`src/hw/rtl/ppid_pkg.sv`:
```
// -----------------------------------------------------------------------------
// ppid_pkg
// Shared types and constants of the positional PID controller with integral
// separation and anti-windup: register map, field widths and the groups of
// signals that travel between the top level and the datapath.
// -----------------------------------------------------------------------------
package ppid_pkg;

   // field widths fixed by the register map and the result format
   localparam int GAIN_W     = 16;
   localparam int EMAX_W     = 16;
   localparam int IMAX_W     = 23;
   localparam int OMAX_W     = 15;
   localparam int INTEG_W    = 24;
   localparam int DRIVE_W    = 16;
   localparam int CSR_IDX_W  = 3;
   localparam int CSR_DATA_W = 32;

   // register indexes on the csr channel
   localparam logic [CSR_IDX_W-1:0] REG_KP           = 3'd0;
   localparam logic [CSR_IDX_W-1:0] REG_KI           = 3'd1;
   localparam logic [CSR_IDX_W-1:0] REG_KD           = 3'd2;
   localparam logic [CSR_IDX_W-1:0] REG_ERROR_MAX    = 3'd3;
   localparam logic [CSR_IDX_W-1:0] REG_INTEGRAL_MAX = 3'd4;
   localparam logic [CSR_IDX_W-1:0] REG_OUTPUT_MAX   = 3'd5;
   localparam logic [CSR_IDX_W-1:0] REG_ABS_OUTPUT   = 3'd6;

   // reset values of the registers
   localparam logic [EMAX_W-1:0] ERROR_MAX_RST    = 16'hFFFF;
   localparam logic [IMAX_W-1:0] INTEGRAL_MAX_RST = 23'h7FFFFF;
   localparam logic [OMAX_W-1:0] OUTPUT_MAX_RST   = 15'h7FFF;

   // controller settings
   typedef struct packed {
      logic [GAIN_W-1:0] kp;
      logic [GAIN_W-1:0] ki;
      logic [GAIN_W-1:0] kd;
      logic [EMAX_W-1:0] error_max;
      logic [IMAX_W-1:0] integral_max;
      logic [OMAX_W-1:0] output_max;
      logic              abs_output;
   } ppid_cfg_type;

   // one result beat
   typedef struct packed {
      logic signed [DRIVE_W-1:0] drive;
      logic                      saturated;
   } ppid_result_type;

endpackage

```
`src/hw/rtl/positional_pid_integral_separation_top.sv`:
```
// -----------------------------------------------------------------------------
// positional_pid_integral_separation_top
// Positional PID controller with integral separation, integral clamp and
// output saturation, one sample per cycle while the receiver keeps up.
// -----------------------------------------------------------------------------
// Usage:
//   req channel: one beat per sample, setpoint and measurement in tdata.
//   rsp channel: one beat per sample, drive in tdata, saturated in tuser.
//   csr channel: register index and write data, always ready; write only
//   while no sample is in flight.
// The sample waits in the input register and moves into the result register
// once that register is empty or its beat is taken by the receiver.
// Throughput: one sample per cycle unless the receiver stalls; the integral and
// last error update as each sample leaves the input register, for the next to see.
// Reset clears the controller state (integral and last error), the valid
// flags and loads the register defaults (gains zero, limits at maximum).
// When the receiver stalls, the result register holds its beat and the
// input register still takes one more sample; after that req_tready drops
// until the result is taken.
// -----------------------------------------------------------------------------
module positional_pid_integral_separation_top #(
   parameter int SAMPLE_WIDTH = 16,
   parameter int GAIN_FRAC    = 8
) (
   input  logic                                clock,
   input  logic                                reset,
   // sample input
   input  logic                                req_tvalid,
   output logic                                req_tready,
   // [SAMPLE_WIDTH-1:0] setpoint, [2*SAMPLE_WIDTH-1:SAMPLE_WIDTH] measurement
   input  logic [((2*SAMPLE_WIDTH+7)/8)*8-1:0] req_tdata,
   // result output
   output logic                                rsp_tvalid,
   input  logic                                rsp_tready,
   // [15:0] drive
   output logic [ppid_pkg::DRIVE_W-1:0]        rsp_tdata,
   // [0] saturated
   output logic                                rsp_tuser,
   // register writes
   input  logic                                csr_valid,
   output logic                                csr_ready,
   input  logic [ppid_pkg::CSR_IDX_W-1:0]      csr_index,
   input  logic [ppid_pkg::CSR_DATA_W-1:0]     csr_data
);

   localparam int SW = SAMPLE_WIDTH;

   ppid_pkg::ppid_cfg_type          cfg_ff, cfg_in;
   logic signed [SW-1:0]            sp_ff, ms_ff;
   logic                            in_valid_ff, in_valid_in;
   logic signed [SW:0]              prev_err_ff;
   logic signed [ppid_pkg::INTEG_W-1:0] integral_ff;
   ppid_pkg::ppid_result_type       result_ff;
   logic                            out_valid_ff, out_valid_in;

   logic                            advance;
   logic                            req_beat;
   logic signed [SW:0]              error;
   logic signed [ppid_pkg::INTEG_W-1:0] integral_next;
   ppid_pkg::ppid_result_type       result;

   // pipeline control
   assign advance     = in_valid_ff && (!out_valid_ff || rsp_tready);
   assign req_tready  = !in_valid_ff || advance;
   assign req_beat    = req_tvalid && req_tready;
   assign in_valid_in = req_beat || (in_valid_ff && !advance);
   assign out_valid_in = advance || (out_valid_ff && !rsp_tready);
   assign csr_ready   = 1'b1;

   // register writes, unknown indexes ignored
   always_comb begin
      cfg_in = cfg_ff;
      if (csr_valid) begin
         case (csr_index)
            ppid_pkg::REG_KP:           cfg_in.kp = csr_data[ppid_pkg::GAIN_W-1:0];
            ppid_pkg::REG_KI:           cfg_in.ki = csr_data[ppid_pkg::GAIN_W-1:0];
            ppid_pkg::REG_KD:           cfg_in.kd = csr_data[ppid_pkg::GAIN_W-1:0];
            ppid_pkg::REG_ERROR_MAX:    cfg_in.error_max = csr_data[ppid_pkg::EMAX_W-1:0];
            ppid_pkg::REG_INTEGRAL_MAX: cfg_in.integral_max = csr_data[ppid_pkg::IMAX_W-1:0];
            ppid_pkg::REG_OUTPUT_MAX:   cfg_in.output_max = csr_data[ppid_pkg::OMAX_W-1:0];
            ppid_pkg::REG_ABS_OUTPUT:   cfg_in.abs_output = csr_data[0];
            default: ;
         endcase
      end
   end

   always_ff @(posedge clock) begin
      if (reset) begin
         cfg_ff.kp           <= '0;
         cfg_ff.ki           <= '0;
         cfg_ff.kd           <= '0;
         cfg_ff.error_max    <= ppid_pkg::ERROR_MAX_RST;
         cfg_ff.integral_max <= ppid_pkg::INTEGRAL_MAX_RST;
         cfg_ff.output_max   <= ppid_pkg::OUTPUT_MAX_RST;
         cfg_ff.abs_output   <= 1'b0;
      end else begin
         cfg_ff <= cfg_in;
      end
   end

   // input register
   always_ff @(posedge clock) begin
      if (reset) begin
         in_valid_ff <= 1'b0;
      end else begin
         in_valid_ff <= in_valid_in;
      end
   end

   always_ff @(posedge clock) begin
      if (req_beat) begin
         sp_ff <= req_tdata[SW-1:0];
         ms_ff <= req_tdata[2*SW-1:SW];
      end
   end

   // datapath
   ppid_core #(
      .SAMPLE_WIDTH (SAMPLE_WIDTH),
      .GAIN_FRAC    (GAIN_FRAC)
   ) u_core (
      .setpoint      (sp_ff),
      .measurement   (ms_ff),
      .prev_error    (prev_err_ff),
      .integral      (integral_ff),
      .cfg           (cfg_ff),
      .error         (error),
      .integral_next (integral_next),
      .result        (result)
   );

   // controller state, updated as each sample is processed
   always_ff @(posedge clock) begin
      if (reset) begin
         prev_err_ff <= '0;
         integral_ff <= '0;
      end else if (advance) begin
         prev_err_ff <= error;
         integral_ff <= integral_next;
      end
   end

   // result register
   always_ff @(posedge clock) begin
      if (reset) begin
         out_valid_ff <= 1'b0;
      end else begin
         out_valid_ff <= out_valid_in;
      end
   end

   always_ff @(posedge clock) begin
      if (advance) begin
         result_ff <= result;
      end
   end

   assign rsp_tvalid = out_valid_ff;
   assign rsp_tdata  = result_ff.drive;
   assign rsp_tuser  = result_ff.saturated;

   // a clamped drive never reaches the most negative code
   assert property (@(posedge clock) disable iff (reset)
      out_valid_ff |-> (rsp_tdata != {1'b1, {(ppid_pkg::DRIVE_W-1){1'b0}}}))
      else $error("drive holds the most negative code");

   // a full pipeline with a stalled receiver takes no sample
   assert property (@(posedge clock) disable iff (reset)
      (in_valid_ff && out_valid_ff && !rsp_tready) |-> !req_tready)
      else $error("sample taken while both stages are blocked");

   // a processed sample always lands in the result register
   assert property (@(posedge clock) disable iff (reset)
      advance |=> out_valid_ff)
      else $error("processed sample lost");

   // controller state moves only when a sample is processed
   assert property (@(posedge clock) disable iff (reset)
      (!reset && !advance) |=> ($stable(prev_err_ff) && $stable(integral_ff)))
      else $error("controller state changed without a sample");

endmodule

```
`src/hw/rtl/ppid_core.sv`:
```
// -----------------------------------------------------------------------------
// ppid_core
// Single-pass PID datapath: error and derivative, separated and clamped
// integral, the three gain products, scaling shift and output clamp.
// -----------------------------------------------------------------------------
module ppid_core #(
   parameter int SAMPLE_WIDTH = 16,
   parameter int GAIN_FRAC    = 8
) (
   input  logic signed [SAMPLE_WIDTH-1:0]        setpoint,
   input  logic signed [SAMPLE_WIDTH-1:0]        measurement,
   input  logic signed [SAMPLE_WIDTH:0]          prev_error,
   input  logic signed [ppid_pkg::INTEG_W-1:0]   integral,
   input  ppid_pkg::ppid_cfg_type                cfg,
   output logic signed [SAMPLE_WIDTH:0]          error,
   output logic signed [ppid_pkg::INTEG_W-1:0]   integral_next,
   output ppid_pkg::ppid_result_type             result
);

   localparam int ERR_W  = SAMPLE_WIDTH + 1;
   localparam int DIFF_W = SAMPLE_WIDTH + 2;
   // an error that joins the integral is below 2^16 in magnitude
   localparam int SEP_W  = ppid_pkg::EMAX_W + 2;
   localparam int CMP_W  = (DIFF_W > SEP_W) ? DIFF_W : SEP_W;
   localparam int ACC_W  = ppid_pkg::INTEG_W + 1;
   localparam int SG_W   = ppid_pkg::GAIN_W + 1;
   localparam int P_W    = SG_W + ERR_W;
   localparam int I_W    = SG_W + ppid_pkg::INTEG_W;
   localparam int D_W    = SG_W + DIFF_W;
   localparam int TOT_W  = ((D_W > I_W) ? D_W : I_W) + 2;
   localparam int DW     = ppid_pkg::DRIVE_W;

   logic signed [DIFF_W-1:0] diff;
   logic signed [CMP_W-1:0]  err_cmp;
   logic signed [CMP_W-1:0]  emax_cmp;
   logic                     in_band;
   logic signed [SEP_W-1:0]  err_small;
   logic signed [ACC_W-1:0]  acc_sum;
   logic signed [ACC_W-1:0]  imax_acc;
   logic signed [ACC_W-1:0]  acc_clamped;
   logic signed [SG_W-1:0]   kp_s;
   logic signed [SG_W-1:0]   ki_s;
   logic signed [SG_W-1:0]   kd_s;
   logic signed [P_W-1:0]    p_term;
   logic signed [I_W-1:0]    i_term;
   logic signed [D_W-1:0]    d_term;
   logic signed [TOT_W-1:0]  total;
   logic signed [TOT_W-1:0]  shifted;
   logic signed [TOT_W-1:0]  omax_t;
   logic signed [DW-1:0]     clipped;
   logic                     sat;

   // error and derivative
   assign error = $signed({setpoint[SAMPLE_WIDTH-1], setpoint})
                - $signed({measurement[SAMPLE_WIDTH-1], measurement});
   assign diff  = $signed({error[ERR_W-1], error})
                - $signed({prev_error[ERR_W-1], prev_error});

   // integral separation: accumulate only when |e| < error_max
   assign err_cmp   = {{(CMP_W-ERR_W){error[ERR_W-1]}}, error};
   assign emax_cmp  = $signed({{(CMP_W-ppid_pkg::EMAX_W){1'b0}}, cfg.error_max});
   assign in_band   = (err_cmp < emax_cmp) && (err_cmp > -emax_cmp);
   assign err_small = err_cmp[SEP_W-1:0];
   assign acc_sum   = ACC_W'(integral)
                    + (in_band ? ACC_W'(err_small) : ACC_W'(0));

   // anti-windup clamp
   assign imax_acc = $signed({{(ACC_W-ppid_pkg::IMAX_W){1'b0}}, cfg.integral_max});
   always_comb begin
      if (acc_sum >= imax_acc) begin
         acc_clamped = imax_acc;
      end else if (acc_sum <= -imax_acc) begin
         acc_clamped = -imax_acc;
      end else begin
         acc_clamped = acc_sum;
      end
   end
   assign integral_next = acc_clamped[ppid_pkg::INTEG_W-1:0];

   // gain products, exact
   assign kp_s   = $signed({1'b0, cfg.kp});
   assign ki_s   = $signed({1'b0, cfg.ki});
   assign kd_s   = $signed({1'b0, cfg.kd});
   assign p_term = kp_s * error;
   assign i_term = ki_s * integral_next;
   assign d_term = kd_s * diff;
   assign total  = TOT_W'(p_term) + TOT_W'(i_term) + TOT_W'(d_term);

   // scale down, rounding toward minus infinity
   assign shifted = total >>> GAIN_FRAC;

   // output clamp and optional magnitude
   assign omax_t = $signed({{(TOT_W-ppid_pkg::OMAX_W){1'b0}}, cfg.output_max});
   always_comb begin
      if (shifted > omax_t) begin
         clipped = omax_t[DW-1:0];
         sat     = 1'b1;
      end else if (shifted < -omax_t) begin
         clipped = -(omax_t[DW-1:0]);
         sat     = 1'b1;
      end else begin
         clipped = shifted[DW-1:0];
         sat     = 1'b0;
      end
   end

   always_comb begin
      result.saturated = sat;
      if (cfg.abs_output && clipped[DW-1]) begin
         result.drive = -clipped;
      end else begin
         result.drive = clipped;
      end
   end

endmodule

```
`config.mk`:
```
export PLATFORM = sky130hd
export DESIGN_NAME = positional_pid_integral_separation_top
export DESIGN_NICKNAME = d
export VERILOG_FILES = /design/src/hw/rtl/ppid_pkg.sv /design/src/hw/rtl/positional_pid_integral_separation_top.sv /design/src/hw/rtl/ppid_core.sv
export SDC_FILE = /design/constraint.sdc
export NUM_CORES = 2
export LEC_CHECK = 0
export BUFFER_PORTS_ARGS = -buffer_cell sky130_fd_sc_hd__buf_2
export CAP_MARGIN = 20
export CORE_ASPECT_RATIO = 0.7
export CORE_MARGIN = 2
export CORE_UTILIZATION = 60
export CTS_BUF_LIST = sky130_fd_sc_hd__clkbuf_4
export CTS_CLUSTER_SIZE = 20
export DETAILED_ROUTE_END_ITERATION = 8
export PLACE_DENSITY = 0.8
export SYNTH_ARGS = -nofsm -noshare
export SYNTH_HDL_FRONTEND = slang
export SYNTH_SLANG_ARGS = --single-unit
```
`constraint.sdc`:
```
create_clock -name clock -period 25.6 [get_ports clock]
set_input_delay 3.84 -clock clock [delete_from_list [all_inputs] [get_ports clock]]
set_output_delay 3.84 -clock clock [all_outputs]
set_load 0.1 [all_outputs]
```
After elaboration in Yosys (flattened, before gate mapping)
Cells that the tools add are included.
{"block": "op_classes", "n_addsub": 10, "mul": 3, "n_lt_le_gt_ge": 6, "n_eq_ne": 6, "n_mux": 7, "reduce_logical": 22}
{"cell": "$mux 16", "count": 3}
{"cell": "$mux 24", "count": 2}
{"cell": "$add 42x35->43", "count": 1}
{"cell": "$lt 35x43->1", "count": 1}
{"cell": "$neg 15->43", "count": 1}
{"cell": "$add 34x41->42", "count": 1}
{"cell": "$mul 17x24->41", "count": 1}
{"cell": "$gt 35x16->1", "count": 1}
{"cell": "$mul 17x18->35", "count": 1}
{"cell": "$mul 17x17->34", "count": 1}
{"cell": "$add 24x25->25", "count": 1}
{"cell": "$ge 25x24->1", "count": 1}
{"cell": "$le 25x25->1", "count": 1}
{"cell": "$mux 25", "count": 1}
{"cell": "$neg 23->25", "count": 1}
{"cell": "$gt 17x18->1", "count": 1}
{"cell": "$neg 16->18", "count": 1}
{"cell": "$sub 17x17->18", "count": 1}
{"cell": "$lt 17x17->1", "count": 1}
{"cell": "$sub 16x16->17", "count": 1}
{"cell": "$neg 15->16", "count": 1}
{"cell": "$neg 16->16", "count": 1}
{"cell": "$reduce_and 2->1", "count": 7}
{"cell": "$eq 3x3->1 const B", "count": 3}
{"cell": "other kinds (7)", "count": 19}
{"block": "totals", "reg_bits": 195, "inputBits": 72, "output_inout_bits": 20, "wordCells": 69}

Longest topological paths before layout
{"block": "logic_depth", "ltp_word": 16, "mapped_depth": 103, "mapped_depth_nobuf": 96}

Cells and area by module
From an unflattened synthesis, not the netlist that was laid out.
{"block": "hier_totals", "hier_cells": 5690, "hier_area_um2": 50932.6}
{"module": "ppid_core", "instances": 1, "cells_per_inst": 5024, "area_each_um2": 43965.9, "seq_area_each_um2": 0.0}
{"module": "positional_pid_integral_separation_top", "instances": 1, "cells_per_inst": 666, "area_each_um2": 6966.7, "seq_area_each_um2": 4394.2}

Worst setup path before layout
OpenSTA, ideal clock, no wires.
{"block": "synth_path", "path_kind": "reg-to-reg", "from": "register ms_ff[0]", "to": "register result_ff (netlist bit rsp_tdata[14]), data pin", "setup_time_ps": 261, "arrival_time_ps": 20450, "t_required_ps": 25339, "setup_slack_ps": 4889, "stages_incl_launch_ff": 95, "n_path_buf": 8, "period_less_slack_ps": 20711, "cell_sequence": "edfxtp_1 > ha_1 > fa_1 > nor2b_1 > o21ai_0 > a21boi_0 > o21ai_0 > a21boi_0 > o21ai_0 > a21boi_0 > o21ai_0 > a21oi_1 > o21a_1 > o31a_1 > o22ai_1 > clkbuf_1 > clkbuf_1 > ha_1 > (+59 left out) > or3_1 > xnor2_1 > ha_1 > a21o_1 > a221oi_1 > o221ai_1 > nor2_1 > nand2_1 > o211ai_1 > mux2i_1 > o31ai_2 > or2b_4 > mux2i_1 > inv_1 > ha_1 > nor3b_1 > a41oi_1 > xnor2_1"}
{"item": "start: declaration", "line": "positional_pid_integral_separation_top.sv:49", "source": "logic signed [SW-1:0] sp_ff, ms_ff;"}
{"item": "start signal: assignment", "line": "positional_pid_integral_separation_top.sv:113", "source": "ms_ff <= req_tdata[2*SW-1:SW];"}
{"item": "end signal: assignment", "line": "positional_pid_integral_separation_top.sv:154", "source": "result_ff <= result;"}
{"item": "end: declaration", "line": "positional_pid_integral_separation_top.sv:53", "source": "ppid_pkg::ppid_result_type result_ff;"}

==> metrics.md <==
| Metric | Value |
|---|---|
| Status | complete, no violations |
| Yosys warns | 0 |
| Peak supply drop | 0.000148 V |
| Unrepaired setup endpoints after global routing | no |
| Main combinational cell family by area after synthesis | adder cells |
| Crit path time final | 24,300 ps |
| Die Y-Extent | 248 um |
| WS Path Type | reg2reg |
| CTS clk-pin slew, worst paths | 190 ps |
| Nets@finish | 7,237 |
| Die area | 87,200 um^2 |
| Vias per cell | 5.75 |
| Final Hold Viols | 0 |
| Total leakage power | 27.3 nW |
| I/O Pins | 92 |
| Max clock buf depth | 2 |
| Routed vias | 39,100 |
| Row Count | 89 |
| Post-Syn Area | 50,900 um^2 |
| RR Endpoint | rsp_tdata[14] |
| Post-synthesis compound-gate area fraction | 0.0700 |
| Placed Area | 52,400 um^2 |
| Fin crit share | 0.949 |
| Xor and xnor area share after synthesis | 0.0227 |
| Initial Util | 0.605 |
| First-pass GRT wire length | 224,000 um |
| Measured slew at the worst slew-check pin | 1150 ps |
| Worst slew margin | 0.227 |
| HP Start | prev_err_ff[3] |
| Crit path capture type | flip-flop |
| Highest-delay cell along the critical path | o31ai_4 |
| # clock sinks | 195 |
| Number of routed nets with antenna violations | 0 |
| Tot GR Track Use | 0.332 |
| Crit path launch | ms_ff[0] |
| Crit path required time | 26,050 ps |
| Syn avg cell area | 8.93 um^2 |
| Post-synth EDFFs | 49 |
| Antenna violations before repair | 4 |
| Post-CTS setup repair buffer count | 0 |
| Mux share of post-synthesis cell area | 0.00772 |
| Post-route setup TNS | 0 ps |
| Area delta synth->final | 3.67% |
| Crit path launch type | flip-flop |
| Syn_nets | 7,292 |
| Htree depth | 4 |
| Ys async rst share | 0 |
| Core Box Area | 84,100 um^2 |
| Cell depth of the worst flop-to-flop path | 88 |
| Root buffer cell | clkbuf_4 |
| Post-DP HPWL | 118,000 um |
| DR iter-0 viols | 3,944 |
| Routed len/inst | 20.4 um |
| Crit-path max FO | 24 |
| Hold path depth | 2 |
| Max Cap Viol | 0 |
| Design Area, Final | 52,700 um^2 |
| WP data arrival | 24,750 ps |
| DR DRC count | 0 |
| Top_reg_cell synth | dfxtp_1 |
| Final Max Tran Viols | 0 |
| Max stage delay on crit path | 670 ps |
| Gr ovfl total | 0 |
| CTS tree | yes |
| Gpl congestion | 0.968 |
| Num CTS Buffers | 17 |
| Synth Area in Adders | 0.530 |
| R2r setup slk | 1300 ps |
| Hold path endpoint | prev_err_ff[3] |
| Most frequent CP cell | fa_1 |
| Final Setup Violations | 0 |
| Number of global-route vias before repair | 40,000 |
| DR pass1 iterations | 8 |
| Port bufs | 81 |
| Total Wirelength | 139,000 um |
| Die width | 352 um |
| Unique cell type count in the Yosys netlist | 97 |
| Clock Skew | 45.7 ps |
| Skew-Pair Late Insertion Delay | 690 ps |
| Worst Hold Class | reg2reg |
| Share of layout cells above drive strength 1 | 0.0423 |
| Synth Instances | 5,696 |
| Synth Area in Simple Gates | 0.175 |
| Pin count of the biggest net entering global routing | 91 |
| Sequential-to-total area share from yosys stat | 0.0864 |
| Worst r2r src | ms_ff[0] |
| Power Density | 66.4 nW/um^2 |
| Fmax | 41.2 MHz |
| #FFs+latches synth | 195 |
## cell usage in the layout, fill, tap and decap left out, types with 55 or more instances in the layout
cell         n
dfxtp_1    146
buf_4       68
nor2_1     134
buf_2       80
inv_1     1228
nand2_1    859
xnor2_1    102
and2_1     366
nor2b_1     92
a21oi_1    220
nor3_1      55
fa_1      1049
nand3b_1    77
ha_1       475
o21ai_0     67
## worst max-delay path by stage
stage	to	slack (ps)	cells past startpoint
2_1_floorplan	rsp_tdata[14]	4890	94
4_1_cts	rsp_tdata[14]	1430	88
3_3_place_gp	rsp_tdata[14]	2170	88
3_5_place_dp	rsp_tdata[14]	1550	90
5_1_grt	rsp_tdata[14]	230	90
6_report	rsp_tdata[14]	1300	88
## stage by stage
stage	hold slack (ps)	utilization	setup WS, ps	instances	power [W]
3_5_place_dp	451	0.623	1550	6759	0.00319
4_1_cts	471	0.627	1430	6789	0.00344
6_report	471	0.627	1300	6795	0.00350
3_3_place_gp	443	0.623	2170	6759	0.00315
5_1_grt	489	0.627	226	6790	0.00379
2_1_floorplan	436	-	4890	5696	0.00235
## cells by family after synthesis
family,count (synthesis)
AND/OR/NAND/NOR,1805
adder cells (fa/ha/maj),1528
buffers and inverters,1452
AO/OA/AOI/OAI,546
flip-flops,195
XOR/XNOR,131
multiplexers,38
other,1
## state kept, by name, summed over array words and instances (netlist names)
signal       cells
cfg_ff         103
in_valid_ff      1
integral_ff     24
ms_ff           16
prev_err_ff     17
rsp_tdata       16
rsp_tuser        1
rsp_tvalid       1
sp_ff           16
## critical path, delay by kind of cell, from the launching register on
kind            cells  cell delay [ps]
compound gates     36             9030
xor+xnor            3              570
fa+ha+maj          17             7570
buf+inv            11             1780
flops               1              400
mux                 3             1050
simple gates       18             3620
## layout make-up
| type | instances | area (um^2) |
|---|---|---|
| tap | 1137 | 1420 |
| clock inverter | 11 | 176 |
| sequential | 195 | 4390 |
| fill | 6738 | 31300 |
| multi-input combinational | 4049 | 41100 |
| timing repair buffer | 148 | 911 |
| clock buffer | 19 | 143 |
| antenna | 6 | 15.0 |
| inverter | 1230 | 4620 |
## report_power, final
group,switching [W],internal [W]
clock,0.000127,0.0000800
combinational,0.00189,0.00102
sequential,0.0000230,0.000360
total,0.00204,0.00146
## layer usage
metal	global-route usage	wire length, um
met1	0.482	59000
met5	0	13
met4	0.0649	2540
met2	0.469	55700
met3	0.134	21400
## timing repair
item / 4_1_cts / 5_1_grt
hold buffers: 0 / 0
setup endpoints to repair: 0 / 7
resized for setup: 0 / 1
## Yosys cell counts (9+ instances only)
master | count | share of area
a211oi_1 | 22 | 0.0032
a21o_1 | 50 | 0.0074
a21oi_1 | 223 | 0.022
a31oi_1 | 18 | 0.0022
and2_1 | 366 | 0.045
and3_1 | 29 | 0.0036
and4_1 | 10 | 0.0017
buf_2 | 18 | 0.0018
clkbuf_1 | 190 | 0.014
dfxtp_1 | 146 | 0.057
edfxtp_1 | 49 | 0.029
fa_1 | 1049 | 0.41
ha_1 | 475 | 0.12
inv_1 | 1228 | 0.091
mux2_2 | 9 | 0.0020
mux2i_1 | 28 | 0.0055
nand2_1 | 859 | 0.063
nand2b_1 | 42 | 0.0052
nand3_1 | 47 | 0.0046
nand3b_1 | 77 | 0.011
nand4_1 | 38 | 0.0047
nor2_1 | 135 | 0.010
nor2b_1 | 92 | 0.011
nor3_1 | 56 | 0.0055
nor4_1 | 18 | 0.0022
o211ai_1 | 12 | 0.0018
o21a_1 | 30 | 0.0044
o21ai_0 | 67 | 0.0066
o21ai_1 | 14 | 0.0014
o21bai_1 | 14 | 0.0021
xnor2_1 | 107 | 0.018
xor2_1 | 23 | 0.0040
No activity file was read; power rests on OpenSTA's default activity.
